### src/kbt_ram.sv
// generic single-port ram with registered read
module kbt_ram #(
	parameter int WIDTH = 8,
	parameter int DEPTH = 16,
	localparam int AW   = (DEPTH > 1) ? $clog2(DEPTH) : 1
) (
	input  logic             clk,
	input  logic             we,
	input  logic [AW-1:0]    addr,
	input  logic [WIDTH-1:0] wdata,
	output logic [WIDTH-1:0] rdata
);
	logic [WIDTH-1:0] mem [DEPTH];
	logic [WIDTH-1:0] rdata_q;

	always_ff @(posedge clk) begin
		if (we) begin
			mem[addr] <= wdata;
		end
		rdata_q <= mem[addr];
	end

	assign rdata = rdata_q;
endmodule

### config.mk
export PLATFORM = sky130hd
export DESIGN_NAME = kbt_ram
export DESIGN_NICKNAME = d
export VERILOG_FILES = /design/src/kbt_ram.sv
export SDC_FILE = /design/constraint.sdc
export NUM_CORES = 1
export LEC_CHECK = 0
export ABC_AREA = 1
export BUFFER_PORTS_ARGS = -buffer_cell sky130_fd_sc_hd__buf_4
export CORE_MARGIN = 8
export CORE_UTILIZATION = 40
export DETAILED_ROUTE_END_ITERATION = 7
export PLACE_DENSITY = 0.62
export SLEW_MARGIN = 20
export SYNTH_ARGS = -nofsm -noshare
export SYNTH_HDL_FRONTEND = slang
export SYNTH_SLANG_ARGS = --single-unit
### constraint.sdc
create_clock -name clk -period 1.9 [get_ports clk]
set_clock_uncertainty 0.2 [all_clocks]
set_input_delay 0.38 -clock clk [delete_from_list [all_inputs] [get_ports clk]]
set_output_delay 0.38 -clock clk [all_outputs]
set_load 0.005 [all_outputs]
==> results.json, run 1 <==
{
  "status": "finished clean",
  "async_flop_share": 0,
  "clock_latency_ps": 410,
  "ys_seq_area_frac": 0.716,
  "ys_seq_elements": 136,
  "ioPinCount": 22,
  "antenna_found_initial": 0,
  "synth_top_cells_by_count": "nand2_1 (346), edfxtp_1 (128), inv_1 (21)",
  "area_growth_pct": 19.6,
  "grt.total_usage": 0.150,
  "timing_max_transition_violations_final": 0,
  "syn_inst": 548,
  "finalCritPeriodShare": 0.789,
  "fillers": 1287,
  "die_w_um": 134,
  "start_kind": "flop",
  "leakage_nw": 2.88,
  "ir_drop_v": 0.000472,
  "critical_path_class": "flop to output pin",
  "drc": 0,
  "start_util": 0.406,
  "synth_nets": 562,
  "vias": 3741,
  "max_freq_ghz": 0.667,
  "syn_area_per_cell_um2": 10.2,
  "synth_top_area_share": 0.687,
  "cts_buffers": 17,
  "p_per_area_nw_per_um2": 1080,
  "ys.flop_type": "edfxtp_1",
  "worstPathRequired_ps": 1320,
  "crit_chain": "buf_4",
  "cpPeakStageDelay_ps": 380,
  "yosysMostFrequentCell": "nand2_1",
  "numPortBuffers": 21,
  "synth_area_um2": 5590,
  "n_antenna_cell": 0,
  "end_kind": "output pin",
  "floorplan.rows": 43,
  "placed_area_um2": 6080,
  "cts_buffer_depth": 2,
  "first_pass_iters": 5,
  "synth-edff-count": 128,
  "utilization": 0.486,
  "cts_tree": "built",
  "relSlewSlack": 0.766,
  "post_cts_buffers": 0,
  "grt_pass1_wl_um": 20500,
  "path_buf_inv": 1,
  "core_um2": 13800,
  "ys_types": 11,
  "grt_pass1_vias": 3706,
  "final-hold-violation-count": 0,
  "rsz0062_at_grt": "false",
  "synth_top_area_cell": "edfxtp_1",
  "ant_nets": 0,
  "post-dp-hpwl_um": 8140,
  "grt_max_degree": 63,
  "drive_above_1_share": 0.130,
  "tightestPinTransition_ps": 351,
  "cp_slowest_cell": "dfxtp_1",
  "cts-htree-levels": 4,
  "via_per_inst": 4.75,
  "critPathTopFamily": "flip-flops",
  "fin_hold_ws_ps": 125,
  "wirelength_um": 12800,
  "globalplace.congestion": 0.834,
  "max-cap-violations": 0,
  "finalSetupTns_ps": 0,
  "grt-ovfl-total": 0,
  "clkTransAtPathRegs_ps": 60,
  "worst_slack_ps": 400,
  "final-setup-viol-count": 0,
  "period_minus_slack_ps": 1500,
  "cts_root_buf": "clkbuf_16",
  "cts_sinks": 136,
  "path_max_fanout": 1,
  "hp-class": "input port to flop",
  "hold_buffers": 0,
  "postLayoutCellArea_um2": 6690,
  "drtIter0Drc": 340,
  "pre_cts_ws_ps": 137,
  "critPathArrivalTime_ps": 920,
  "nets": 608,
  "chipHeight_um": 134,
  "cts_resized": 0,
  "yosysWarnings": 0,
  "post_drt_wl_per_cell_um": 16.3,
  "dieArea_um2": 18000,
  "synth_area_leaders": "edfxtp_1 (69%), nand2_1 (23%), dfxtp_1 (2.9%)"
}
[cell families (layout without fill, tap and decap cells)]
| logic type | count (synthesis) | after routing | synth area share |
|---|---|---|---|
| AND/OR/NAND/NOR | 368 | 368 | 0.248 |
| buffers and inverters | 44 | 103 | 0.0362 |
| flip-flops | 136 | 136 | 0.716 |
[area by class of cell]
cell class	instances	area, um2	area share
Clock inverter	12	176	0.0264
Tap cell	180	225	0.0337
Multi-Input combinational cell	368	1390	0.208
Inverter	23	86.3	0.0129
Sequential cell	136	4000	0.598
Timing Repair Buffer	48	373	0.0557
Clock buffer	20	437	0.0653
[registers in the layout, indices dropped and copies added (netlist names)]
signal and count:
rdata 8, mem 128
[through the flow]
step	power, W	cells
CTS	0.00724	787
detailed placement	0.00388	755
global placement	0.00387	755
global route	0.00742	787
floorplan	0.00367	548
finish	0.00720	787
[placed cells by master (no fill, tap or decap)]
cell,netlist,layout
clkbuf_16,0,17
bufinv_16,0,4
nor2_1,18,17
clkinv_4,0,3
clkbuf_1,3,3
nand3_1,4,4
clkinv_1,1,1
clkinvlp_4,0,2
edfxtp_1,128,128
inv_1,21,21
dfxtp_1,8,8
nor2_2,0,1
clkinv_2,0,3
buf_12,0,1
inv_2,1,1
nand2_1,346,346
buf_4,6,47
[final timing paths]
check / slack, ps / from / end / cells after the start
worst max-delay path: 400 / rdata[7] / rdata[7] / 1
worst min-delay path: 130 / wdata[7] / mem[15][7] / 1
worst max register to register: 690 / mem[7][2] / rdata[2] / 8
worst min register to register: 510 / mem[0][6] / rdata[6] / 8
[where the power goes]
| part | total [W] | internal (W) | switching (W) |
|---|---|---|---|
| Combinational | 0.000431 | 0.000138 | 0.000293 |
| Clock | 0.00339 | 0.00219 | 0.00120 |
| Sequential | 0.00338 | 0.00335 | 0.0000238 |
[routing by layer]
metal  up-vias  GRT usage  wire length (um)
met2       134      0.227              5920
met3        20     0.0348               844
met5         -          0                 0
met1      1740      0.203              5770
met4         0     0.0655               291
li1       1847          -                 -
No activity file was read; power rests on OpenSTA's default activity.
==> run 2: changes to the inputs <==
--- a/config.mk
+++ b/config.mk
@@ -5,12 +5,12 @@
 export SDC_FILE = /design/constraint.sdc
 export NUM_CORES = 1
 export LEC_CHECK = 0
-export ABC_AREA = 1
+export ABC_AREA = 0
 export BUFFER_PORTS_ARGS = -buffer_cell sky130_fd_sc_hd__buf_4
 export CORE_MARGIN = 8
 export CORE_UTILIZATION = 40
 export DETAILED_ROUTE_END_ITERATION = 7
-export PLACE_DENSITY = 0.62
+export PLACE_DENSITY = 0.6
 export SLEW_MARGIN = 20
 export SYNTH_ARGS = -nofsm -noshare
 export SYNTH_HDL_FRONTEND = slang
==> constraint.sdc (replaced) <==
create_clock -name clk -period 1.55 [get_ports clk]
set_clock_uncertainty 0.2 [all_clocks]
set_input_delay 0.31 -clock clk [delete_from_list [all_inputs] [get_ports clk]]
set_output_delay 0.31 -clock clk [all_outputs]
set_load 0.005 [all_outputs]
==> run 2 against run 1 <==
Hold slack worse by 110 ps. Core utilization is 4.1 points higher. Clock power is 8.0% higher. Global-route usage is 1.9 points lower. Total power is 16% higher. Largest power group is now sequential cells.
==> results.json, run 2 <==
{
  "status": "finished clean",
  "async_flop_share": 0,
  "vias": 2387,
  "globalplace.congestion": 0.733,
  "area_growth_pct": 30.1,
  "drive_above_1_share": 0.455,
  "finalNonFillerCells": 482,
  "start_kind": "flop",
  "ys_seq_area_frac": 0.790,
  "first_pass_iters": 4,
  "final_cell_mix": "edfxtp_1 (128), buf_4 (41), mux4_2 (32)",
  "numPortBuffers": 21,
  "floorplan.rows": 41,
  "rr_worst_depth": 3,
  "n_antenna_cell": 0,
  "path_max_fanout": 1,
  "synth_top_cells_by_count": "edfxtp_1 (128), mux4_2 (32), a22oi_1 (16)",
  "max-cap-violations": 0,
  "final-hold-violation-count": 0,
  "ir_drop_v": 0.000649,
  "period_minus_slack_ps": 1480,
  "fin_hold_ws_ps": 11.5,
  "path_buf_inv": 0,
  "final-setup-viol-count": 0,
  "critPathArrivalTime_ps": 1570,
  "cpPeakStageDelay_ps": 480,
  "grt_max_degree": 17,
  "yosysWarnings": 0,
  "drtIter0Drc": 234,
  "largest_reg_flops": 128,
  "crit_chain": "mux4_2 > a22oi_2 > nand2_1",
  "worstPathRequired_ps": 1640,
  "post_cts_buffers": 0,
  "fillers": 1025,
  "leakage_nw": 2.17,
  "antenna_found_initial": 0,
  "ys_types": 18,
  "grt-ovfl-total": 0,
  "dieArea_um2": 16500,
  "via_per_inst": 4.95,
  "timing_max_transition_violations_final": 0,
  "finalCritPeriodShare": 0.956,
  "wirelength_um": 9750,
  "yosysMostFrequentCell": "edfxtp_1",
  "cts_buffers": 17,
  "cts_root_buf": "clkbuf_16",
  "rsz0062_at_grt": "false",
  "place_inst": 449,
  "min_from": "wdata[0]",
  "holdPathEnd": "mem[6][0]",
  "layout_commonest_cell": "edfxtp_1",
  "grt_pass1_vias": 2620,
  "clkTransAtPathRegs_ps": 50,
  "ant_nets": 0,
  "synth_nets": 244,
  "regMostFlops": "mem",
  "post-dp-hpwl_um": 6740,
  "critical_path_class": "flop to flop",
  "max_freq_ghz": 0.675,
  "cts-htree-levels": 4,
  "cts_tree": "built",
  "cts_sinks": 136,
  "synth_area_um2": 5070,
  "nets": 311,
  "synth_area_leaders": "edfxtp_1 (76%), mux4_2 (14%), dfxtp_1 (3.2%)",
  "cts_buffer_depth": 2,
  "p_per_area_nw_per_um2": 1260,
  "ys.flop_type": "edfxtp_1",
  "die_w_um": 129,
  "core_um2": 12500,
  "hp-class": "input port to flop",
  "syn_area_per_cell_um2": 22.0,
  "grt.total_usage": 0.131,
  "clock_latency_ps": 410,
  "synth-edff-count": 128,
  "synth_top_area_share": 0.759,
  "end_kind": "flop",
  "tightestPinTransition_ps": 759,
  "critPathTopFamily": "multiplexers",
  "ys_seq_elements": 136,
  "ioPinCount": 22,
  "synth_top_area_cell": "edfxtp_1",
  "r2r_end": "rdata[2]",
  "hold_depth": 1,
  "start_util": 0.405,
  "drc": 0,
  "cp_slowest_cell": "mux4_2",
  "grt_pass1_wl_um": 15400,
  "relSlewSlack": 0.493,
  "r2r-start": "mem[3][2]",
  "post_drt_wl_per_cell_um": 20.2,
  "reg2reg_slack_ps": 70,
  "chipHeight_um": 129,
  "syn_inst": 230
}
## run 2: changes by cell type in the layout (fill, tap and decap cells not counted), moves of 4 or more
cell,previous run,this run
nand2_1,346,8
mux4_2,0,32
inv_1,21,0
buf_12,1,17
nor2_1,17,1
a22oi_1,0,12
nor2_4,0,12
buf_4,47,41
a22oi_2,0,4
## run 2: metal layers
layer,global-route usage,vias up,share of wire
met2,0.204,50,0.49
met1,0.170,1226,0.46
met4,0.0622,0,0.016
met3,0.0310,15,0.035
met5,0,-,0
li1,-,1096,-
## run 2: cells by family after synthesis
family | Yosys count | share of synthesized area
mux | 32 | 0.142
compound gates | 16 | 0.0237
buf+inv | 11 | 0.0119
simple gates | 35 | 0.0321
flops | 136 | 0.790
## run 2: stage by stage
stage | utilization | worst slack [ps] | total power, W | cell area, um2 | TNS (ps)
after floorplan | - | -98.7 | 0.00446 | 5240 | -2930
after global placement | 0.480 | -356 | 0.00473 | 6010 | -24820
after detailed placement | 0.480 | -353 | 0.00473 | 6010 | -25740
after CTS | 0.525 | 8.07 | 0.00840 | 6570 | 0
after global routing | 0.527 | 7.92 | 0.00858 | 6590 | 0
final | 0.527 | 68.1 | 0.00832 | 6590 | 0
## run 2: repair_timing
| item | 4_1_cts | 5_1_grt |
|---|---|---|
| setup endpoints to repair | 0 | 4 |
| gates resized for setup | 0 | 4 |
| hold buffers | 1 | 0 |
| hold endpoints to repair | 16 | 0 |
## run 2: final cells by class
| type | count | area [um2] | area share |
|---|---|---|---|
| clock buffer | 24 | 472 | 0.0716 |
| multi-input combinational | 83 | 1170 | 0.177 |
| tap | 172 | 215 | 0.0326 |
| sequential | 136 | 4000 | 0.607 |
| clock inverter | 8 | 76.3 | 0.0116 |
| timing repair buffer | 59 | 658 | 0.0998 |
## run 2: how the worst max path moves through the flow
stage / cells past startpoint / start / slack (ps) / endpoint
floorplan: 2 / addr[3] / -100 / mem[4][0]
global placement: 6 / addr[0] / -360 / rdata[7]
detailed placement: 6 / addr[0] / -350 / rdata[7]
CTS: 3 / mem[3][2] / 8 / rdata[2]
global route: 3 / mem[3][5] / 8 / rdata[5]
finish: 3 / mem[3][2] / 70 / rdata[2]
## run 2: power by group
part	leakage [nW]	internal, W	switching (W)
Sequential	1.22	0.00411	0.0000259
Combinational	0.687	0.000263	0.000254
Clock	0.260	0.00228	0.00138
==> run 3: changes to the inputs <==
--- a/config.mk
+++ b/config.mk
@@ -7,10 +7,12 @@
 export LEC_CHECK = 0
 export ABC_AREA = 0
 export BUFFER_PORTS_ARGS = -buffer_cell sky130_fd_sc_hd__buf_4
+export CELL_PAD_IN_SITES_DETAIL_PLACEMENT = 2
+export CELL_PAD_IN_SITES_GLOBAL_PLACEMENT = 2
 export CORE_MARGIN = 8
 export CORE_UTILIZATION = 40
 export DETAILED_ROUTE_END_ITERATION = 7
-export PLACE_DENSITY = 0.6
+export PLACE_DENSITY = 0.71
 export SLEW_MARGIN = 20
 export SYNTH_ARGS = -nofsm -noshare
 export SYNTH_HDL_FRONTEND = slang
==> run 3 against run 2 <==
Total power down 3.3%. Non-clock buffer count grew 18. Sequential power hardly changed. Wire length grew 37%. Combinational power increased by 7.4%. Via count up 11%. Clock power decreased by 9.0%. Die area unchanged. Critical path depth unchanged. Register-to-register slack got worse by 40 ps. Fmax is 2.8% lower.
==> results.json, run 3 (synthesis results as in run 2) <==
{
  "largest_reg_flops": 128,
  "layout_commonest_cell": "edfxtp_1",
  "post-dp-hpwl_um": 9390,
  "ioPinCount": 22,
  "grt_pass1_wl_um": 20400,
  "grt-ovfl-total": 0,
  "die_w_um": 129,
  "grt_max_degree": 25,
  "final-setup-viol-count": 0,
  "n_antenna_cell": 0,
  "seqCellArea_um2": 4000,
  "crit_chain": "mux4_2 > a22oi_2 > nand2_1",
  "cpPeakStageDelay_ps": 510,
  "tightestPinTransition_ps": 1010,
  "max_freq_ghz": 0.656,
  "drive_above_1_share": 0.483,
  "critical_path_class": "flop to flop",
  "finalPower_w": 0.00804,
  "worstPathRequired_ps": 1650,
  "cts_buffer_depth": 2,
  "path_max_fanout": 1,
  "globalplace.congestion": 0.809,
  "fillers": 1101,
  "end_kind": "flop",
  "grt_pass1_vias": 3091,
  "final_cell_mix": "edfxtp_1 (128), buf_4 (66), mux4_2 (32)",
  "cp_slowest_cell": "mux4_2",
  "cts_root_buf": "clkbuf_16",
  "clkTransAtPathRegs_ps": 60,
  "post_drt_wl_per_cell_um": 26.9,
  "first_pass_iters": 4,
  "cts_tree": "built",
  "regMostFlops": "mem",
  "numPortBuffers": 21,
  "max-cap-violations": 0,
  "ir_drop_v": 0.000732,
  "grt.total_usage": 0.179,
  "cts-htree-levels": 4,
  "utilization": 0.526,
  "post_cts_buffers": 0,
  "start_kind": "flop",
  "multiInputGateArea_um2": 1190,
  "ant_nets": 0,
  "timing_max_transition_violations_final": 0,
  "status": "finished clean",
  "antenna_found_initial": 0,
  "core_um2": 12500,
  "area_growth_pct": 29.9,
  "period_minus_slack_ps": 1520,
  "drc": 0,
  "final-hold-violation-count": 0,
  "drtIter0Drc": 199,
  "cts_sinks": 136,
  "rsz0062_at_grt": "true",
  "start_util": 0.405,
  "floorplan.rows": 41,
  "leakage_nw": 2.21,
  "chipHeight_um": 129,
  "via_per_inst": 5.34,
  "clock_latency_ps": 410,
  "nets": 329,
  "vias": 2652,
  "finalCritPeriodShare": 0.984,
  "critPathTopFamily": "multiplexers",
  "relSlewSlack": 0.323,
  "cts_buffers": 17,
  "hp-class": "input port to flop",
  "critPathArrivalTime_ps": 1630,
  "p_per_area_nw_per_um2": 1220,
  "wirelength_um": 13400,
  "dieArea_um2": 16500,
  "path_buf_inv": 0
}
==> run 3: cell types whose count changed in the layout (fill, tap and decap cells not counted), sizes merged <==
| cell | before | now |
|---|---|---|
| buf | 58 | 76 |
| bufinv | 1 | 0 |
| clkbuf | 24 | 20 |
| clkinv | 4 | 9 |
| clkinvlp | 3 | 0 |
==> run 3: cell type report <==
class	count	share of cell area
flip-flops and latches	136	0.608
clock inverters	9	0.00570
repair buffers	77	0.106
well taps	172	0.0327
clock buffers	20	0.0663
multi-input cells	83	0.181
==> run 3: where the power goes <==
part | switching (W) | internal [W] | leakage, nW
combinational | 0.000292 | 0.000262 | 0.757
clock | 0.00137 | 0.00197 | 0.234
sequential | 0.0000366 | 0.00412 | 1.22
total | 0.00169 | 0.00634 | 2.21
==> run 3: path summary, 6_finish.rpt <==
| kind | startpoint | end | slack, ps | cells after the start |
|---|---|---|---|---|
| setup / recovery | mem[3][7] | rdata[7] | 30 | 3 |
| hold / removal | wdata[0] | mem[0][0] | 30 | 1 |
| setup reg to reg | mem[3][7] | rdata[7] | 30 | 3 |
| hold reg to reg | mem[4][2] | rdata[2] | 510 | 3 |
==> run 3: repair_timing <==
action | CTS | global route
pin swaps | 3 | 5
hold buffers | 1 | 0
hold endpoints to repair | 8 | 0
resized for setup | 5 | 5
setup endpoints to repair | 5 | 11
==> run 3: per-layer routing <==
metal  routed length, um  global-route usage  part of all wire  vias up
met5                   0                   0                 0        -
met4                 453               0.114             0.034        0
met3                 511              0.0410             0.038       23
met2                6720               0.284              0.50       61
met1                5680               0.217              0.42     1438
li1                    -                   -                 -     1130
==> run 3: through the flow <==
step / hold slack [ps] / setup slack, ps / area, um2 / setup TNS, ps / std cells
2_1_floorplan: 209 / -98.7 / 5240 / -2930 / 230
4_1_cts: 16.9 / 0.772 / 6560 / 0 / 497
6_report: 30.6 / 25.0 / 6580 / 0 / 497
3_5_place_dp: 441 / -445 / 6050 / -39410 / 467
3_3_place_gp: 426 / -403 / 6050 / -34760 / 467
5_1_grt: 33.2 / -24.7 / 6580 / -55.9 / 497
