<file path="src/kbt_pkg.sv">
// shared constants and codes for the key blocklist table
package kbt_pkg;

	localparam int KEY_HIGH_W  = 16;
	localparam int KEY_LOW_W   = 64;
	localparam int KEY_W       = KEY_HIGH_W + KEY_LOW_W;
	localparam int SLOT_W      = 6;
	localparam int MARKER_W    = 8;
	localparam int DEF_ENTRIES = 64;

	// marker byte that makes a loaded slot occupied
	localparam logic [MARKER_W-1:0] MARKER_OCCUPIED = 8'h00;

	typedef enum logic [1:0] {
		ACT_ADD    = 2'd0,
		ACT_DELETE = 2'd1,
		ACT_CLEAR  = 2'd2,
		ACT_LOAD   = 2'd3
	} action_t;

	typedef enum logic [1:0] {
		ST_DONE      = 2'd0,
		ST_PRESENT   = 2'd1,
		ST_FULL      = 2'd2,
		ST_NOT_FOUND = 2'd3
	} status_t;

endpackage

</file>
<file path="src/kbt_ifs.sv">
// command and response channel interfaces
interface kbt_cmd_if
	import kbt_pkg::*;
();
	logic                  valid;
	logic                  ready;
	logic [1:0]            action;
	logic [KEY_HIGH_W-1:0] key_high;
	logic [KEY_LOW_W-1:0]  key_low;
	logic [SLOT_W-1:0]     slot;
	logic [MARKER_W-1:0]   marker;

	modport source (output valid, action, key_high, key_low, slot, marker, input ready);
	modport sink   (input valid, action, key_high, key_low, slot, marker, output ready);
endinterface

interface kbt_rsp_if
	import kbt_pkg::*;
();
	logic              valid;
	logic              ready;
	logic [1:0]        status;
	logic [SLOT_W-1:0] slot_used;

	modport source (output valid, status, slot_used, input ready);
	modport sink   (input valid, status, slot_used, output ready);
endinterface

</file>
<file path="src/kbt_seq.sv">
// sequencer: valid marks, key scan, write-back and response register
module kbt_seq
	import kbt_pkg::*;
#(
	parameter int ENTRIES = DEF_ENTRIES,
	localparam int IDX_W  = (ENTRIES > 1) ? $clog2(ENTRIES) : 1,
	localparam int CNT_W  = $clog2(ENTRIES + 1)
) (
	input  logic             clk,
	input  logic             arst_n,
	kbt_cmd_if.sink          cmd,
	kbt_rsp_if.source        rsp,
	output logic             ram_we,
	output logic [IDX_W-1:0] ram_addr,
	output logic [KEY_W-1:0] ram_wdata,
	input  logic [KEY_W-1:0] ram_rdata
);
	typedef enum logic [1:0] {
		S_IDLE,
		S_SCAN,
		S_FINISH,
		S_RESP
	} state_t;

	state_t             state_q;
	action_t            act_q;
	logic [KEY_W-1:0]   key_q;
	logic [ENTRIES-1:0] valid_q;
	logic [CNT_W-1:0]   rd_idx_q;
	logic               cmp_vld_s1;
	logic [IDX_W-1:0]   cmp_idx_s1;
	logic               hit_q;
	logic [IDX_W-1:0]   hit_idx_q;
	logic               free_found_q;
	logic [IDX_W-1:0]   free_idx_q;
	status_t            res_status_q;
	logic [SLOT_W-1:0]  res_slot_q;
	logic               rsp_vld_q;
	status_t            rsp_status_q;
	logic [SLOT_W-1:0]  rsp_slot_q;

	logic               accept;
	logic               load_in_range;
	logic [IDX_W-1:0]   load_idx;
	logic [IDX_W-1:0]   rd_idx;
	logic               issue;
	logic               cmp_hit;
	logic               scan_end;
	logic               add_write;

	assign accept        = cmd.valid && cmd.ready;
	assign load_in_range = (32'(cmd.slot) < ENTRIES);
	assign load_idx      = IDX_W'(cmd.slot);
	assign rd_idx        = rd_idx_q[IDX_W-1:0];
	assign issue         = (state_q == S_SCAN) && !hit_q && (32'(rd_idx_q) < ENTRIES);
	assign cmp_hit       = cmp_vld_s1 && valid_q[cmp_idx_s1] && (ram_rdata == key_q);
	assign scan_end      = (32'(rd_idx_q) >= ENTRIES) && !cmp_vld_s1;
	assign add_write     = (state_q == S_FINISH) && (act_q == ACT_ADD) && !hit_q
	                       && free_found_q;

	// ram port: load writes on acceptance, add writes back after the scan
	always_comb begin
		ram_we    = 1'b0;
		ram_addr  = rd_idx;
		ram_wdata = key_q;
		if (state_q == S_IDLE) begin
			ram_addr  = load_idx;
			ram_wdata = {cmd.key_high, cmd.key_low};
			ram_we    = accept && (action_t'(cmd.action) == ACT_LOAD) && load_in_range
			            && (cmd.marker == MARKER_OCCUPIED);
		end else if (state_q == S_FINISH) begin
			ram_addr = free_idx_q;
			ram_we   = add_write;
		end
	end

	always_ff @(posedge clk or negedge arst_n) begin
		if (!arst_n) begin
			state_q      <= S_IDLE;
			act_q        <= ACT_ADD;
			key_q        <= '0;
			valid_q      <= '0;
			rd_idx_q     <= '0;
			cmp_vld_s1   <= 1'b0;
			cmp_idx_s1   <= '0;
			hit_q        <= 1'b0;
			hit_idx_q    <= '0;
			free_found_q <= 1'b0;
			free_idx_q   <= '0;
			res_status_q <= ST_DONE;
			res_slot_q   <= '0;
			rsp_vld_q    <= 1'b0;
			rsp_status_q <= ST_DONE;
			rsp_slot_q   <= '0;
		end else begin
			if (rsp_vld_q && rsp.ready) begin
				rsp_vld_q <= 1'b0;
			end
			case (state_q)
				S_IDLE: begin
					if (accept) begin
						act_q        <= action_t'(cmd.action);
						key_q        <= {cmd.key_high, cmd.key_low};
						rd_idx_q     <= '0;
						cmp_vld_s1   <= 1'b0;
						hit_q        <= 1'b0;
						free_found_q <= 1'b0;
						res_status_q <= ST_DONE;
						res_slot_q   <= '0;
						case (action_t'(cmd.action))
							ACT_ADD, ACT_DELETE: begin
								state_q <= S_SCAN;
							end
							ACT_CLEAR: begin
								valid_q <= '0;
								state_q <= S_RESP;
							end
							ACT_LOAD: begin
								if (load_in_range) begin
									valid_q[load_idx] <= (cmd.marker == MARKER_OCCUPIED);
									res_slot_q        <= cmd.slot;
								end else begin
									res_status_q <= ST_NOT_FOUND;
								end
								state_q <= S_RESP;
							end
							default: begin
								state_q <= S_RESP;
							end
						endcase
					end
				end
				S_SCAN: begin
					// read issue side: one slot per cycle, lowest free slot noted
					cmp_vld_s1 <= issue;
					cmp_idx_s1 <= rd_idx;
					if (issue) begin
						rd_idx_q <= rd_idx_q + 1'b1;
						if (!valid_q[rd_idx] && !free_found_q) begin
							free_found_q <= 1'b1;
							free_idx_q   <= rd_idx;
						end
					end
					// compare side: read data of the previous cycle
					if (cmp_hit) begin
						hit_q      <= 1'b1;
						hit_idx_q  <= cmp_idx_s1;
						cmp_vld_s1 <= 1'b0;
						state_q    <= S_FINISH;
					end else if (scan_end) begin
						state_q <= S_FINISH;
					end
				end
				S_FINISH: begin
					if (act_q == ACT_ADD) begin
						if (hit_q) begin
							res_status_q <= ST_PRESENT;
						end else if (free_found_q) begin
							valid_q[free_idx_q] <= 1'b1;
							res_slot_q          <= SLOT_W'(free_idx_q);
						end else begin
							res_status_q <= ST_FULL;
						end
					end else begin
						if (hit_q) begin
							valid_q[hit_idx_q] <= 1'b0;
							res_slot_q         <= SLOT_W'(hit_idx_q);
						end else begin
							res_status_q <= ST_NOT_FOUND;
						end
					end
					state_q <= S_RESP;
				end
				S_RESP: begin
					if (!rsp_vld_q || rsp.ready) begin
						rsp_vld_q    <= 1'b1;
						rsp_status_q <= res_status_q;
						rsp_slot_q   <= res_slot_q;
						state_q      <= S_IDLE;
					end
				end
				default: begin
					state_q <= S_IDLE;
				end
			endcase
		end
	end

	assign cmd.ready     = (state_q == S_IDLE);
	assign rsp.valid     = rsp_vld_q;
	assign rsp.status    = rsp_status_q;
	assign rsp.slot_used = rsp_slot_q;
endmodule

</file>
<file path="src/flat_wrapper.sv">
// flat-port wrapper written by rule: the top's interface ports become plain ports
module kbt_seq_flat import kbt_pkg::*;
#(
	parameter int ENTRIES = DEF_ENTRIES,
	localparam int IDX_W  = (ENTRIES > 1) ? $clog2(ENTRIES) : 1,
	localparam int CNT_W  = $clog2(ENTRIES + 1)
)
  (clk, arst_n, ram_we, ram_addr, ram_wdata, ram_rdata, cmd_valid, cmd_action, cmd_key_high, cmd_key_low, cmd_slot, cmd_marker, cmd_ready, rsp_valid, rsp_status, rsp_slot_used, rsp_ready);
  kbt_cmd_if cmd_i ();
  kbt_rsp_if rsp_i ();
  input  logic clk;
  input  logic arst_n;
  output logic ram_we;
  output logic [IDX_W-1:0] ram_addr;
  output logic [KEY_W-1:0] ram_wdata;
  input  logic [KEY_W-1:0] ram_rdata;
  input wire logic [$bits(cmd_i.valid)-1:0] cmd_valid;
  input wire logic [$bits(cmd_i.action)-1:0] cmd_action;
  input wire logic [$bits(cmd_i.key_high)-1:0] cmd_key_high;
  input wire logic [$bits(cmd_i.key_low)-1:0] cmd_key_low;
  input wire logic [$bits(cmd_i.slot)-1:0] cmd_slot;
  input wire logic [$bits(cmd_i.marker)-1:0] cmd_marker;
  output wire logic [$bits(cmd_i.ready)-1:0] cmd_ready;
  output wire logic [$bits(rsp_i.valid)-1:0] rsp_valid;
  output wire logic [$bits(rsp_i.status)-1:0] rsp_status;
  output wire logic [$bits(rsp_i.slot_used)-1:0] rsp_slot_used;
  input wire logic [$bits(rsp_i.ready)-1:0] rsp_ready;
  assign cmd_i.valid = cmd_valid;
  assign cmd_i.action = cmd_action;
  assign cmd_i.key_high = cmd_key_high;
  assign cmd_i.key_low = cmd_key_low;
  assign cmd_i.slot = cmd_slot;
  assign cmd_i.marker = cmd_marker;
  assign cmd_ready = cmd_i.ready;
  assign rsp_valid = rsp_i.valid;
  assign rsp_status = rsp_i.status;
  assign rsp_slot_used = rsp_i.slot_used;
  assign rsp_i.ready = rsp_ready;
  kbt_seq #(.ENTRIES(ENTRIES)) u_core (.clk(clk), .arst_n(arst_n), .cmd(cmd_i), .rsp(rsp_i), .ram_we(ram_we), .ram_addr(ram_addr), .ram_wdata(ram_wdata), .ram_rdata(ram_rdata));
endmodule
</file>
<file path="config.mk">
export PLATFORM = sky130hd
export DESIGN_NAME = kbt_seq_flat
export DESIGN_NICKNAME = d
export VERILOG_FILES = /design/src/kbt_pkg.sv /design/src/kbt_ifs.sv /design/src/kbt_seq.sv /design/src/flat_wrapper.sv
export SDC_FILE = /design/constraint.sdc
export NUM_CORES = 1
export LEC_CHECK = 0
export BUFFER_PORTS_ARGS = -buffer_cell sky130_fd_sc_hd__buf_2
export CORE_ASPECT_RATIO = 0.7
export CORE_MARGIN = 10
export CORE_UTILIZATION = 30
export DETAILED_ROUTE_END_ITERATION = 8
export PLACE_DENSITY = 0.57
export SETUP_SLACK_MARGIN = 0.2
export SYNTH_ARGS = -nofsm -noshare
export SYNTH_HDL_FRONTEND = slang
export SYNTH_SLANG_ARGS = --single-unit
</file>
<file path="constraint.sdc">
create_clock -name clk -period 3.5 [get_ports clk]
set_input_delay 0.175 -clock clk [delete_from_list [all_inputs] [get_ports clk]]
set_output_delay 0.175 -clock clk [all_outputs]
set_load 0.1 [all_outputs]
</file>
==> impl_metrics.env, run 1 <==
export IMPL_rows=64
export IMPL_die_h_um=196.0
export IMPL_critPathCaptureType="register"
export IMPL_p_seq_share_pct=21.4
export IMPL_power_frac_clock_pct=12.1
export IMPL_ys_top_cells_by_area="dfrtp_1 36%, mux2_2 14%, o21ai_0 6.8%, a21oi_1 5.2%, o31ai_1 3.7%"
export IMPL_antenna_found_initial=2
export IMPL_holdBufCountCts=82
export IMPL_fin_skew_ps=17.68
export IMPL_core_area_mm2=0.04372
export IMPL_critical_path_max_fanout=3
export IMPL_intPower_w=0.006811
export IMPL_routed_wl_mm=57.63
export IMPL_critPathMaxStageDelay_ps=600
export IMPL_maxSlewHeadroom_pct=25.99
export IMPL_htree_num_levels=4
export IMPL_die_area_mm2=0.05322
export IMPL_numCtsBuffers=17
export IMPL_final_setup_viol_count=0
export IMPL_p_sw_share_pct=60.96
export IMPL_outcome="finished clean"
export IMPL_start_util_pct=30.38
export IMPL_path_cells="xnor2_1, nand4_1, nor4_1, nand2_1, nor4_1, nand4_1, a31oi_1, mux2_1"
export IMPL_postCtsSetupRepairBufs=0
export IMPL_cp_num_buf_inv=0
export IMPL_min_path_type="input port to register"
export IMPL_fin_area_mm2=0.01678
export IMPL_syn_nets=1623
export IMPL_synth_async_reset_ratio_pct=100.0
export IMPL_ys_types=59
export IMPL_synth_edff_count=0
export IMPL_hpwl_mm=41.28
export IMPL_ys_flop_type="dfrtp_1"
export IMPL_peakVddDrop_uv=944.9
export IMPL_p_per_area_mw_per_mm2=1040
export IMPL_ys_ff_latch=193
export IMPL_path_class="register to register"
export IMPL_io_buffers=276
export IMPL_synth_top_cell_by_area="dfrtp_1"
export IMPL_p_switching_w=0.01064
export IMPL_placed_cells=2241
export IMPL_detail_route_antenna_nets=0
export IMPL_syn_area_mm2=0.01328
export IMPL_rrSetupSlack_ps=420
export IMPL_worst_pin_slew_ps=1102
export IMPL_timing_fmax_mhz=324.5
export IMPL_num_nets_final=1933
export IMPL_fin_crit_sh_pct=88.04
export IMPL_slew_viol_final=0
export IMPL_grt_pass1_vias=13150
export IMPL_grt_max_degree=129
export IMPL_synth_cells=1438
export IMPL_ys_warn_count=0
export IMPL_wl_per_cell_um=24.44
export IMPL_yosysMostFrequentCell="dfrtp_1"
export IMPL_cts_tree="yes"
export IMPL_clock_root_buffer="clkbuf_16"
export IMPL_critical_path_required_ps=3850
export IMPL_p_comb_share_pct=66.6
export IMPL_rsz0062_at_grt="no"
export IMPL_clkTransAtPathRegs_ps=90
export IMPL_period_needed_ps=3081
export IMPL_nFillCells=4393
export IMPL_die_width_um=271.5
export IMPL_p_leak_nw=6.929
export IMPL_synth_top_cell_area_share_pct=36.36
export IMPL_ys_seq_area_share_pct=36.36
export IMPL_drtIter0Drc=1572
export IMPL_cap_violations=0
export IMPL_io_pins=277
export IMPL_cts_sinks=193
export IMPL_avgSynthCellArea_um2=9.236
export IMPL_first_pass_iters=5
export IMPL_stdcell_count=2358
export IMPL_utilization_pct=38.38
export IMPL_syn2layout_area_growth_pct=26.36
export IMPL_overflow=0
export IMPL_hold_viol_final=0
export IMPL_drt_drc_violations_left=0
export IMPL_clockBufferDepth=2
export IMPL_via_per_inst=5.636
export IMPL_slowest_stage="nor4_1"
export IMPL_final_layout_size_suffix_gt1_share_pct=31.29
export IMPL_crit_path_start_kind="register"
export IMPL_cp_arrival_ps=3430
export IMPL_grt_pass1_wl_mm=85.15
export IMPL_holdWs_ps=28.12
export IMPL_dr_total_vias=13290
export IMPL_cts_resized=0
export IMPL_gp_congestion=0.9760
export IMPL_synth_common_cells="193 x dfrtp_1, 180 x o21ai_0, 171 x mux2_2, 138 x a21oi_1, 97 x nor2_1"
export IMPL_grtUsageTotal_pct=20.79
export IMPL_clock_latency_ps=470
export IMPL_path_delay_family="simple AND/OR/NAND/NOR gates"
export IMPL_placed_cell_area_mm2=0.01535
## final timing paths
path                       depth (start not counted)                 start                 endpoint
max reg2reg                                        8      u_core.key_q[68]        u_core.state_q[0]
min in group asynchronous                          2                arst_n       u_core.valid_q[63]
max                                                8      u_core.key_q[68]        u_core.state_q[0]
min                                                3             rsp_ready         u_core.rsp.valid
max in group asynchronous                          3                arst_n       u_core.valid_q[49]
min reg2reg                                        1  u_core.res_slot_q[5]  u_core.rsp.slot_used[5]
## routing by layer
layer  GRT usage [%]  up-vias  part of all wire [%]
met5               0        -                     0
met4           7.165        0                   2.8
met3           7.035      119                    10
met2           29.89      719                    43
met1           28.49     6512                    44
li1                -     5940                     -
## worst reg2reg max path, cell delays in order, from the launching register on
cell and delay (ps):
dfrtp_1 420, xnor2_1 470, nand4_1 170, nor4_1 600
nand2_1 110, nor4_1 340, nand4_1 180, a31oi_1 330
mux2_1 350
## final cells by class
cell class / count / area, um2 / area share (%)
Antenna cell: 3 / 7.507 / 0.04473
Clock buffer: 17 / 425.4 / 2.535
Timing Repair Buffer: 389 / 2494 / 14.86
Multi-Input combinational cell: 1122 / 8006 / 47.71
Sequential cell: 193 / 4830 / 28.78
Inverter: 25 / 93.84 / 0.5592
Tap cell: 594 / 743.2 / 4.429
Clock inverter: 15 / 182.7 / 1.088
## flip-flops by register name (all words and copies together) (netlist names), 6 cells and up
| name | count |
|---|---|
| u_core.rsp.slot_used | 6 |
| u_core.rd_idx_q | 7 |
| u_core.res_slot_q | 6 |
| u_core.key_q | 80 |
| u_core.valid_q | 64 |
| u_core.hit_idx_q | 6 |
| u_core.cmp_idx_s1 | 6 |
| u_core.free_idx_q | 6 |
## power groups by stage
stage	combinational (W)	clock (W)	sequential [W]
6_report	0.0116	0.00210	0.00373
2_1_floorplan	0.00899	0	0.00377
3_3_place_gp	0.0114	0	0.00370
5_1_grt	0.0121	0.00224	0.00384
3_5_place_dp	0.0114	0	0.00374
4_1_cts	0.0115	0.00217	0.00370
## metrics by stage
step / setup WS [ps] / power (W) / setup TNS (ps)
final: 418.6 / 0.01745 / 0
after global routing: 274.1 / 0.01816 / 0
after global placement: 439.9 / 0.01511 / 0
after floorplan: -474.0 / 0.01276 / -5443
after detailed placement: 473.0 / 0.01518 / 0
after CTS: 437.0 / 0.01742 / 0
## placed cells by master, fill, tap and decap left out, types with 4 or more instances in the layout
cell type      count
inv_1             25
xnor2_1           52
mux4_1             5
a31oi_1            5
buf_2            275
buf_12             4
nor3_1             5
dfrtp_1          193
o21ai_0          178
mux2_2           171
dlygate4sd3_1     82
nand3b_1          11
nand2_1           75
o31ai_1           64
or3b_2             5
a21oi_1          138
and3b_1            4
nand2b_1          46
mux2i_1           31
mux4_2            19
clkbuf_16         17
inv_6              4
nand4_1           40
mux2_1             5
o2111ai_1          6
o22ai_1            5
mux2_4             5
nand3_1           21
nor3b_1            6
inv_8              4
and2_1             4
o21ai_1           38
a22oi_1           13
buf_4             27
nor2b_1           10
nor4_1            16
nor2_1            97
xor2_1             8
## kinds of logic after synthesis
kind of cell | share of synthesized area [%]
compound gates | 19.66
fa+ha+maj | 0.4710
buf+inv | 3.646
simple gates | 13.87
xor+xnor | 3.957
mux | 22.03
flops | 36.36
No activity file was read; power rests on OpenSTA's default activity.
==> inputs of run 2 (changes only) <==
CELL_PAD_IN_SITES_DETAIL_PLACEMENT = 1   (was default)
CELL_PAD_IN_SITES_GLOBAL_PLACEMENT = 2   (was default)
PLACE_DENSITY = 0.81   (was 0.57)
==> run 2 against run 1 <==
Net effect: die area unchanged; clock skew up 2.9 ps; critical path depth down 1; via count up 1.7%; sequential share of layout area down 0.052 points; wire length up 8.5%; first-iteration DRC count down 27%; cell count up 0.17%; critical path type unchanged; critical endpoint is now u_core.hit_idx_q[4].
==> impl_metrics.env, run 2 (synthesis results as in run 1) <==
export IMPL_outcome="finished clean"
export IMPL_fin_crit_sh_pct=89.66
export IMPL_rrSetupSlack_ps=360
export IMPL_clock_latency_ps=480
export IMPL_p_per_area_mw_per_mm2=1049
export IMPL_hpwl_mm=45.14
export IMPL_detail_route_antenna_nets=0
export IMPL_dpl_worst_slack_ps=321.5
export IMPL_min_path_type="input port to register"
export IMPL_wl_per_cell_um=26.47
export IMPL_largest_reg_flops=80
export IMPL_die_width_um=271.5
export IMPL_critPathCaptureType="register"
export IMPL_htree_num_levels=4
export IMPL_final_layout_size_suffix_gt1_share_pct=31.40
export IMPL_io_buffers=276
export IMPL_timing_fmax_mhz=318.7
export IMPL_critical_path_required_ps=3850
export IMPL_clock_root_buffer="clkbuf_16"
export IMPL_core_area_mm2=0.04372
export IMPL_drt_drc_violations_left=0
export IMPL_cts_tree="yes"
export IMPL_finalPower_w=0.01763
export IMPL_path_class="register to register"
export IMPL_numCtsBuffers=17
export IMPL_slew_viol_final=0
export IMPL_first_pass_iters=5
export IMPL_crit_path_start_kind="register"
export IMPL_final_setup_viol_count=0
export IMPL_rsz0062_at_grt="no"
export IMPL_grt_max_degree=92
export IMPL_die_h_um=196.0
export IMPL_syn2layout_area_growth_pct=26.59
export IMPL_p_leak_nw=6.931
export IMPL_fin_ws_ps=362.0
export IMPL_gp_congestion=0.9846
export IMPL_maxSlewHeadroom_pct=21.74
export IMPL_cts_sinks=193
export IMPL_final_common_cell="buf_2"
export IMPL_cp_arrival_ps=3490
export IMPL_tns_ps=0
export IMPL_grt_pass1_wl_mm=92.63
export IMPL_postCtsSetupRepairBufs=0
export IMPL_antenna_found_initial=10
export IMPL_routed_wl_mm=62.51
export IMPL_grt_pass1_vias=13920
export IMPL_cap_violations=0
export IMPL_die_area_mm2=0.05322
export IMPL_io_pins=277
export IMPL_clkTransAtPathRegs_ps=90
export IMPL_fin_skew_ps=20.58
export IMPL_dr_total_vias=13510
export IMPL_grtUsageTotal_pct=22.72
export IMPL_peakVddDrop_uv=870.4
export IMPL_mostFrequentLayoutCells="275 x buf_2, 193 x dfrtp_1, 178 x o21ai_0"
export IMPL_hold_viol_final=0
export IMPL_utilization_pct=38.45
export IMPL_period_needed_ps=3138
export IMPL_start_util_pct=30.38
export IMPL_via_per_inst=5.721
export IMPL_clockBufferDepth=2
export IMPL_drtIter0Drc=1151
export IMPL_rows=64
export IMPL_worst_pin_slew_ps=1165
export IMPL_critical_path_max_fanout=7
export IMPL_reg_top3="u_core.key_q x80, u_core.valid_q x64, u_core.rd_idx_q x7"
export IMPL_max_flop_register="u_core.key_q"
export IMPL_overflow=0
export IMPL_num_nets_final=1933
[run 2: what timing repair did]
action	CTS	global route
endpoints found under the setup margin	0	7
hold buffers	83	0
hold endpoints to repair	170	0
resized for setup	0	3
[run 2: stage by stage]
step	cell area, um2	std cells	hold slack, ps
final	16810	2362	67.60
after global routing	16810	2362	67.97
after floorplan	13290	1438	-120.6
after CTS	16780	2355	38.57
after detailed placement	15330	2240	341.5
after global placement	15330	2240	324.8
[run 2: worst paths after layout]
path	startpoint	endpoint	depth (start not counted)
max in group asynchronous	arst_n	u_core.key_q[1]	3
setup reg to reg	u_core.key_q[74]	u_core.hit_idx_q[4]	7
setup / recovery	u_core.key_q[74]	u_core.hit_idx_q[4]	7
hold reg to reg	u_core.rsp.slot_used[1]	u_core.rsp.slot_used[1]	1
min in group asynchronous	arst_n	u_core.valid_q[28]	2
hold / removal	cmd_action[1]	u_core.act_q[1]	2
[run 2: area by class of cell]
| cell class | instances | area (um2) |
|---|---|---|
| diodes | 7 | 17.52 |
| clock buffers | 17 | 425.4 |
| clock inverters | 15 | 193.9 |
| fillers | 5133 | 26910 |
| inverters | 25 | 93.84 |
| multi-input cells | 1122 | 8025 |
| flip-flops and latches | 193 | 4830 |
| well taps | 594 | 743.2 |
| repair buffers | 389 | 2484 |
[run 2: power by group]
group | switching [W] | leakage (nW) | internal (W)
clock | 0.00116 | 0.298 | 0.000986
combinational | 0.00883 | 4.16 | 0.00286
sequential | 0.000879 | 2.47 | 0.00292
[run 2: worst max-delay path, stage by stage, from the launching register on]
cell and delay, ps:
dfrtp_1 430, xnor2_1 500, nand3_1 150, nor4_1 550, nand3_1 140, nor3_1 370
nand4_1 430, mux2_1 440
[run 2: metal layers]
metal	track usage, %	vias up	part of all wire, %
met2	34.57	576	45
met5	0	-	0.021
met3	5.662	112	7.6
met4	8.027	2	2.6
li1	-	5931	-
met1	30.80	6892	45
==> inputs of run 3 (changes only) <==
==> constraint.sdc (replaced) <==
create_clock -name clk -period 3.5 [get_ports clk]
set_input_delay 0.35 -clock clk [delete_from_list [all_inputs] [get_ports clk]]
set_output_delay 0.35 -clock clk [all_outputs]
set_load 0.1 [all_outputs]
==> run 3 against run 2 <==
Net effect: worst setup slack improved by 21 ps; die area is the same; clock skew hardly changed; fmax grew 0.66%; worst hold slack better by 42 ps; via count down 1.7%; core utilization shrank 1.8 points; global-route usage down 0.35 points; count of clock-buffer cells in the layout unchanged; clock power grew 4%; critical path depth increased by 1; sequential cell count unchanged; critical path type unchanged; largest power group unchanged.
==> impl_metrics.env, run 3 (synthesis results as in run 1) <==
export IMPL_max_flop_register="u_core.key_q"
export IMPL_crit_path_start_kind="register"
export IMPL_path_class="register to register"
export IMPL_overflow=0
export IMPL_clock_latency_ps=480
export IMPL_utilization_pct=36.69
export IMPL_critical_path_required_ps=3860
export IMPL_cp_common_cell="nand4_1"
export IMPL_cp_arrival_ps=3480
export IMPL_p_leak_nw=6.618
export IMPL_mostFrequentLayoutCells="275 x buf_2, 193 x dfrtp_1, 171 x mux2_2"
export IMPL_p_comb_share_pct=66.5
export IMPL_grt_pass1_wl_mm=90.92
export IMPL_cts_sinks=193
export IMPL_grt_max_degree=95
export IMPL_tns_ps=0
export IMPL_htree_num_levels=4
export IMPL_numCtsBuffers=17
export IMPL_critical_path_max_fanout=3
export IMPL_final_common_cell="buf_2"
export IMPL_die_area_mm2=0.05322
export IMPL_grt_pass1_vias=13490
export IMPL_first_pass_iters=5
export IMPL_min_path_type="input port to register"
export IMPL_grtUsageTotal_pct=22.37
export IMPL_intPower_w=0.006759
export IMPL_cts_tree="yes"
export IMPL_die_width_um=271.5
export IMPL_slew_viol_final=0
export IMPL_clkTransAtPathRegs_ps=100
export IMPL_p_seq_share_pct=21.0
export IMPL_holdWs_ps=110.0
export IMPL_die_h_um=196.0
export IMPL_fin_skew_ps=20.35
export IMPL_io_buffers=276
export IMPL_outcome="finished clean"
export IMPL_cp_num_buf_inv=0
export IMPL_path_cells="xnor2_1, nand4_1, nor4_2, nand2_1, nor4_1, nand4_1, a31oi_1, mux2_1"
export IMPL_p_per_area_mw_per_mm2=1105
export IMPL_path_delay_family="simple AND/OR/NAND/NOR gates"
export IMPL_slowest_stage="xnor2_1"
export IMPL_detail_route_antenna_nets=0
export IMPL_start_util_pct=30.38
export IMPL_rsz0062_at_grt="no"
export IMPL_maxSlewHeadroom_pct=28.99
export IMPL_largest_reg_flops=80
export IMPL_clockBufferDepth=2
export IMPL_wl_per_cell_um=27.18
export IMPL_worst_pin_slew_ps=1057
export IMPL_critPathCaptureType="register"
export IMPL_drt_drc_violations_left=0
export IMPL_rows=64
export IMPL_drtIter0Drc=1333
export IMPL_via_per_inst=5.832
export IMPL_fin_crit_sh_pct=89.07
export IMPL_core_area_mm2=0.04372
export IMPL_hpwl_mm=44.79
export IMPL_antenna_found_initial=5
export IMPL_nFillCells=5181
export IMPL_final_layout_size_suffix_gt1_share_pct=33.10
export IMPL_timing_fmax_mhz=320.8
export IMPL_cap_violations=0
export IMPL_p_sw_share_pct=61.85
export IMPL_period_needed_ps=3117
export IMPL_reg_top3="u_core.key_q x80, u_core.valid_q x64, u_core.rd_idx_q x7"
export IMPL_power_frac_clock_pct=12.5
export IMPL_p_switching_w=0.01096
export IMPL_clock_root_buffer="clkbuf_16"
export IMPL_syn2layout_area_growth_pct=20.78
export IMPL_peakVddDrop_uv=895.2
export IMPL_num_nets_final=1852
export IMPL_dr_total_vias=13290
export IMPL_io_pins=277
export IMPL_critPathMaxStageDelay_ps=550
export IMPL_final_setup_viol_count=0
export IMPL_gp_congestion=0.9115
export IMPL_hold_viol_final=0
export IMPL_routed_wl_mm=61.92
==> run 3: metrics by stage <==
stage	cells	total power [W]	area (um2)	setup slack, ps
2_1_floorplan	1438	0.01279	13310	37.88
3_3_place_gp	2240	0.01527	15370	276.7
3_5_place_dp	2240	0.01544	15370	175.4
4_1_cts	2273	0.01772	16020	303.4
5_1_grt	2278	0.01844	16040	247.4
6_report	2278	0.01772	16040	382.5
==> run 3: layout make-up <==
type | instances | area, um2 | area share (%)
multi-input combinational | 1122 | 8039 | 50.11
sequential | 193 | 4830 | 30.11
timing repair buffer | 308 | 1695 | 10.57
tap | 594 | 743.2 | 4.633
clock buffer | 17 | 425.4 | 2.652
clock inverter | 15 | 205.2 | 1.279
inverter | 25 | 93.84 | 0.5850
antenna | 4 | 10.01 | 0.06240
==> run 3: worst paths after layout <==
kind                                          from                       to  slack, ps  depth (start not counted)
setup reg to reg                  u_core.key_q[68]        u_core.state_q[0]        380                          8
hold / removal                     cmd_key_low[57]         u_core.key_q[57]        110                          2
setup / recovery                  u_core.key_q[68]        u_core.state_q[0]        380                          8
hold reg to reg            u_core.rsp.slot_used[0]  u_core.rsp.slot_used[0]        510                          1
max in group asynchronous                   arst_n       u_core.valid_q[55]       1940                          3
min in group asynchronous                   arst_n       u_core.valid_q[61]        470                          2
==> run 3: power by group through the flow <==
stage | clock network, W | logic (W) | registers, W
final | 0.00222 | 0.0118 | 0.00372
after global routing | 0.00236 | 0.0123 | 0.00383
after CTS | 0.00226 | 0.0118 | 0.00370
after detailed placement | 0 | 0.0117 | 0.00373
after global placement | 0 | 0.0116 | 0.00368
after floorplan | 0 | 0.00903 | 0.00377
==> run 3: what timing repair did <==
action	4_1_cts	5_1_grt
endpoints found under the hold margin	10	0
buffers inserted	0	1
endpoints found under the setup margin	4	6
resized for setup	1	1
hold buffers	1	0
pin swaps	0	1
==> run 3: layer usage <==
layer	global-route usage (%)	wire length [um]
met1	32.01	28400
met2	33.31	27440
met3	4.824	4781
met4	6.118	1297
met5	0	0
